===== config.mk =====
export PLATFORM = sky130hd
export DESIGN_NAME = dgdfs_ram
export DESIGN_NICKNAME = d
export VERILOG_FILES = /design/src/sv/dgdfs_ram.sv
export SDC_FILE = /design/constraint.sdc
export NUM_CORES = 1
export LEC_CHECK = 0
export BUFFER_PORTS_ARGS = -buffer_cell sky130_fd_sc_hd__buf_2
export CAP_MARGIN = 20
export CORE_ASPECT_RATIO = 2
export CORE_MARGIN = 2
export CORE_UTILIZATION = 33
export DETAILED_ROUTE_END_ITERATION = 7
export SLEW_MARGIN = 20
export SYNTH_ARGS = -nofsm -noshare
export SYNTH_HDL_FRONTEND = slang
export SYNTH_SLANG_ARGS = --single-unit

===== constraint.sdc =====
create_clock -name clk -period 1.75 [get_ports clk]
set_input_delay 0.175 -clock clk [delete_from_list [all_inputs] [get_ports clk]]
set_output_delay 0.175 -clock clk [all_outputs]
set_load 0.03 [all_outputs]

===== src/sv/dgdfs_ram.sv =====
// Generic single-write, single-read synchronous RAM with registered read data.
module dgdfs_ram #(
    parameter int WIDTH = 8,
    parameter int DEPTH = 64
) (
    input  logic                     clk,
    input  logic                     we,
    input  logic [$clog2(DEPTH)-1:0] waddr,
    input  logic [WIDTH-1:0]         wdata,
    input  logic [$clog2(DEPTH)-1:0] raddr,
    output logic [WIDTH-1:0]         rdata
);

    logic [WIDTH-1:0] mem [DEPTH];

    // write port
    always_ff @(posedge clk)
    begin
        if (we)
        begin
            mem[waddr] <= wdata;
        end
    end

    // registered read port
    always_ff @(posedge clk)
    begin
        rdata <= mem[raddr];
    end

endmodule


==> impl_metrics.toml <==
[run_status]
outcome = "finished, violations left"
failed_checks = "negative setup slack"

[setup_path]
critical_path.n_buffers_inverters = 0
worst_path_dominant_cell_family = "multiplexers"
timing.critical_path.fanout_max = 1
max_stage_delay_ns = 0.53
setup.worst_path.start_class = "flop"
criticalPathCategory = "flop to flop"
timing.critical_path.mode_cell = "sky130_fd_sc_hd__mux4_2"
timing.critical_path.required_ns = 2.20
cp-end-kind = "flop"
crit_path_cell_trace = "mux4_2 > mux4_2 > nor2_4 > nor3_2 > o2bb2ai_2"
cp_slowest_cell = "sky130_fd_sc_hd__mux4_2"
cp_data_arrival_time_ns = 2.28

[cts]
cts_tree = "built"
h-tree-depth = 2
ctsLongestPathBuffers = 3
ctsRootBufferMaster = "sky130_fd_sc_hd__clkbuf_16"
cts.reportedPaths.clkPinSlew_ns = 0.07
numCtsBuffers = 40
insertion_delay_ns = 0.55
post_cts.repair.setup_buffers = 0
clock_sink_count = 520

[power_and_ir_drop]
power_density_nw_per_um2 = 1028
power.combinational.fraction_pct = 6.6
vdd_drop_max_uv = 571.3
clock_power_share_pct = 37.6
switching_share_pct = 21.04
p_leak_nw = 7.766
p_switching_w = 0.005201
internal_w = 0.01952
total_power_w = 0.02472
power.sequential.fraction_pct = 55.9

[detailed_routing]
routed_vias = 10010
detailedRoute.firstPassIterationCount = 4
mean_routed_wirelength_per_cell_microns = 25.34
drcViolationCount = 0
initialDrtViolationCount = 864
antenna_violating_nets_post_route = 0
totalWireLength_mm = 49.45
route.detailed.vias_per_inst = 5.126

[logic_synthesis]
post_synth_instance_area_sq_um = 20170
synth.avg_cell_area_sq_um = 21.45
synth_seq_area_share_pct = 77.03
post-synth-top-count-cell = "sky130_fd_sc_hd__edfxtp_1"
synthTopCellsByArea = "sky130_fd_sc_hd__edfxtp_1 76%, sky130_fd_sc_hd__mux4_2 14%, sky130_fd_sc_hd__nor2_1 1.5%"
synthDominantAreaCellType = "sky130_fd_sc_hd__edfxtp_1"
netlist_top_cells_count = "512 x sky130_fd_sc_hd__edfxtp_1, 126 x sky130_fd_sc_hd__mux4_2, 83 x sky130_fd_sc_hd__nor2_1, 23 x sky130_fd_sc_hd__mux2i_1, 19 x sky130_fd_sc_hd__nand2_1"
post_synth_num_cell_types = 40
synthesis.yosys.warnings = 0
synthDominantCellAreaShare_pct = 76.24
synth.ff_latch_count = 520
postSynthCellCount = 940
number_of_enable_type_register_cells_in_the_synthesized_netlist = 512
synthesis.nets = 962
asyncSetResetFlopFracSynth_pct = 0
synth_flop_cell = "sky130_fd_sc_hd__edfxtp_1"

[timing]
timing.setup.tns_ns = -0.2255
fin_crit_period_ns = 1.830
fin_ws_ns = -0.08043
fmaxAchievable_mhz = 546.3
worst_slew_pin_slew_ns = 0.8376
rsz0062_at_grt = "yes"
skew_ns = 0.01362
setup_viol_count_final = 5
timing_max_transition_violations_final = 0
finalCritPeriodShare_pct = 104.6
finalHoldViolCount = 0
slew-limit-headroom_pct = 44.16

[finish]
final_cell_area_sq_um = 24060
fillerInstances = 5288
final_cell_count_no_fill = 1952
diodes = 0
final_layout_net_count = 1164
areaGrowthSynthToFinish_pct = 19.30
drive_above_1_share_pct = 36.95

[place]
numPortBuffers = 29
dpl.hpwl_mm = 34.80
placed_cells_incl_taps = 1879
finalWeightedCongestion = 0.8273
place_worst_setup_slack_ns = -0.5395
placed_area_sq_um = 22550

[die]
die_width_microns = 178.8
num_io_pins = 30
fp.dieArea_sq_um = 63220
row_count = 128
floorplan.initialDensity_pct = 33.22
floorplan.die.height_microns = 353.6
core_sq_um = 60700

[global_route]
global_route.usage.total_pct = 15.95
grt_pass1_wl_mm = 72.04
grt_max_degree = 65
first_global_vias = 10680
grt_antenna_before_repair = 4
grt-ovfl-total = 0

[hold_path]
worst_hold_path_type = "input pin to flop"

[flow_run]
drv.max_cap_violation_count = 0
flip-flops by register name, indices dropped and copies added (netlist names):
| register | cells |
|---|---|
| mem | 512 |
| rdata | 8 |
cells in the final DEF (no fill, tap or decap), types with 3 or more instances in the layout:
cell type | synthesis | routed
sky130_fd_sc_hd__a211oi_1 | 4 | 4
sky130_fd_sc_hd__a21oi_1 | 3 | 3
sky130_fd_sc_hd__a221oi_1 | 6 | 3
sky130_fd_sc_hd__a22oi_1 | 3 | 3
sky130_fd_sc_hd__buf_12 | 2 | 16
sky130_fd_sc_hd__buf_2 | 11 | 26
sky130_fd_sc_hd__buf_4 | 13 | 165
sky130_fd_sc_hd__bufinv_16 | 0 | 5
sky130_fd_sc_hd__clkbuf_1 | 17 | 5
sky130_fd_sc_hd__clkbuf_16 | 0 | 41
sky130_fd_sc_hd__clkinv_1 | 0 | 4
sky130_fd_sc_hd__clkinv_2 | 0 | 11
sky130_fd_sc_hd__clkinvlp_4 | 0 | 3
sky130_fd_sc_hd__dfxtp_1 | 8 | 8
sky130_fd_sc_hd__edfxtp_1 | 512 | 512
sky130_fd_sc_hd__mux2_2 | 13 | 9
sky130_fd_sc_hd__mux2_4 | 0 | 4
sky130_fd_sc_hd__mux2i_1 | 23 | 23
sky130_fd_sc_hd__mux4_2 | 126 | 126
sky130_fd_sc_hd__nand2_1 | 19 | 18
sky130_fd_sc_hd__nand2b_1 | 7 | 7
sky130_fd_sc_hd__nand3_1 | 13 | 13
sky130_fd_sc_hd__nand3b_1 | 3 | 3
sky130_fd_sc_hd__nor2_1 | 83 | 80
sky130_fd_sc_hd__nor2b_1 | 14 | 14
sky130_fd_sc_hd__nor3_1 | 7 | 3
sky130_fd_sc_hd__o221ai_1 | 8 | 8
sky130_fd_sc_hd__o22ai_1 | 8 | 7
power by group through the flow:
stage	logic, W	registers [W]	clock network [W]
after global placement	0.00156	0.0141	0
after detailed placement	0.00158	0.0141	0
after CTS	0.00164	0.0138	0.00948
after global routing	0.00172	0.0138	0.00986
after floorplan	0.000740	0.0141	0
final	0.00163	0.0138	0.00928
logic make-up after synthesis:
kind of cell	count (synthesis)	synth area share (%)
flops	520	77.03
mux	162	15.94
simple gates	153	3.387
compound gates	54	2.072
buf+inv	51	1.570
repair_timing:
item	4_1_cts	5_1_grt
hold buffers	1	0
hold endpoints to repair	1	0
pin swaps	7	6
gates resized for setup	30	5
endpoints found under the setup margin	8	8
stage by stage:
| step | util [%] | hold slack [ns] |
|---|---|---|
| global route | 39.64 | 0.08958 |
| global placement | 37.15 | 0.5495 |
| floorplan | - | 0.2739 |
| detailed placement | 37.15 | 0.5562 |
| finish | 39.64 | 0.08057 |
| CTS | 39.58 | 0.06103 |
layout make-up:
class	instances	area (sq um)	share of cell area, %
Timing Repair Buffer	211	1735	7.213
Sequential cell	520	15530	64.57
Tap cell	780	975.9	4.056
Clock buffer	46	1045	4.342
Multi-Input combinational cell	369	4499	18.70
Clock inverter	26	269.0	1.118
metal layers:
layer	wire length (microns)	GRT usage (%)
met3	1845	1.793
met4	2396	7.382
met5	51	0
met1	16490	16.36
met2	28670	31.26
worst paths after layout:
check | slack [ns] | startpoint | depth (start not counted) | endpoint
worst min-delay path | 0.08 | wdata[7] | 1 | mem[34][7]
worst min register to register | 0.82 | mem[26][6] | 3 | rdata[6]
worst max register to register | -0.08 | mem[12][1] | 5 | rdata[1]
worst max-delay path | -0.08 | mem[12][1] | 5 | rdata[1]
(Power assumes the default switching activity.)
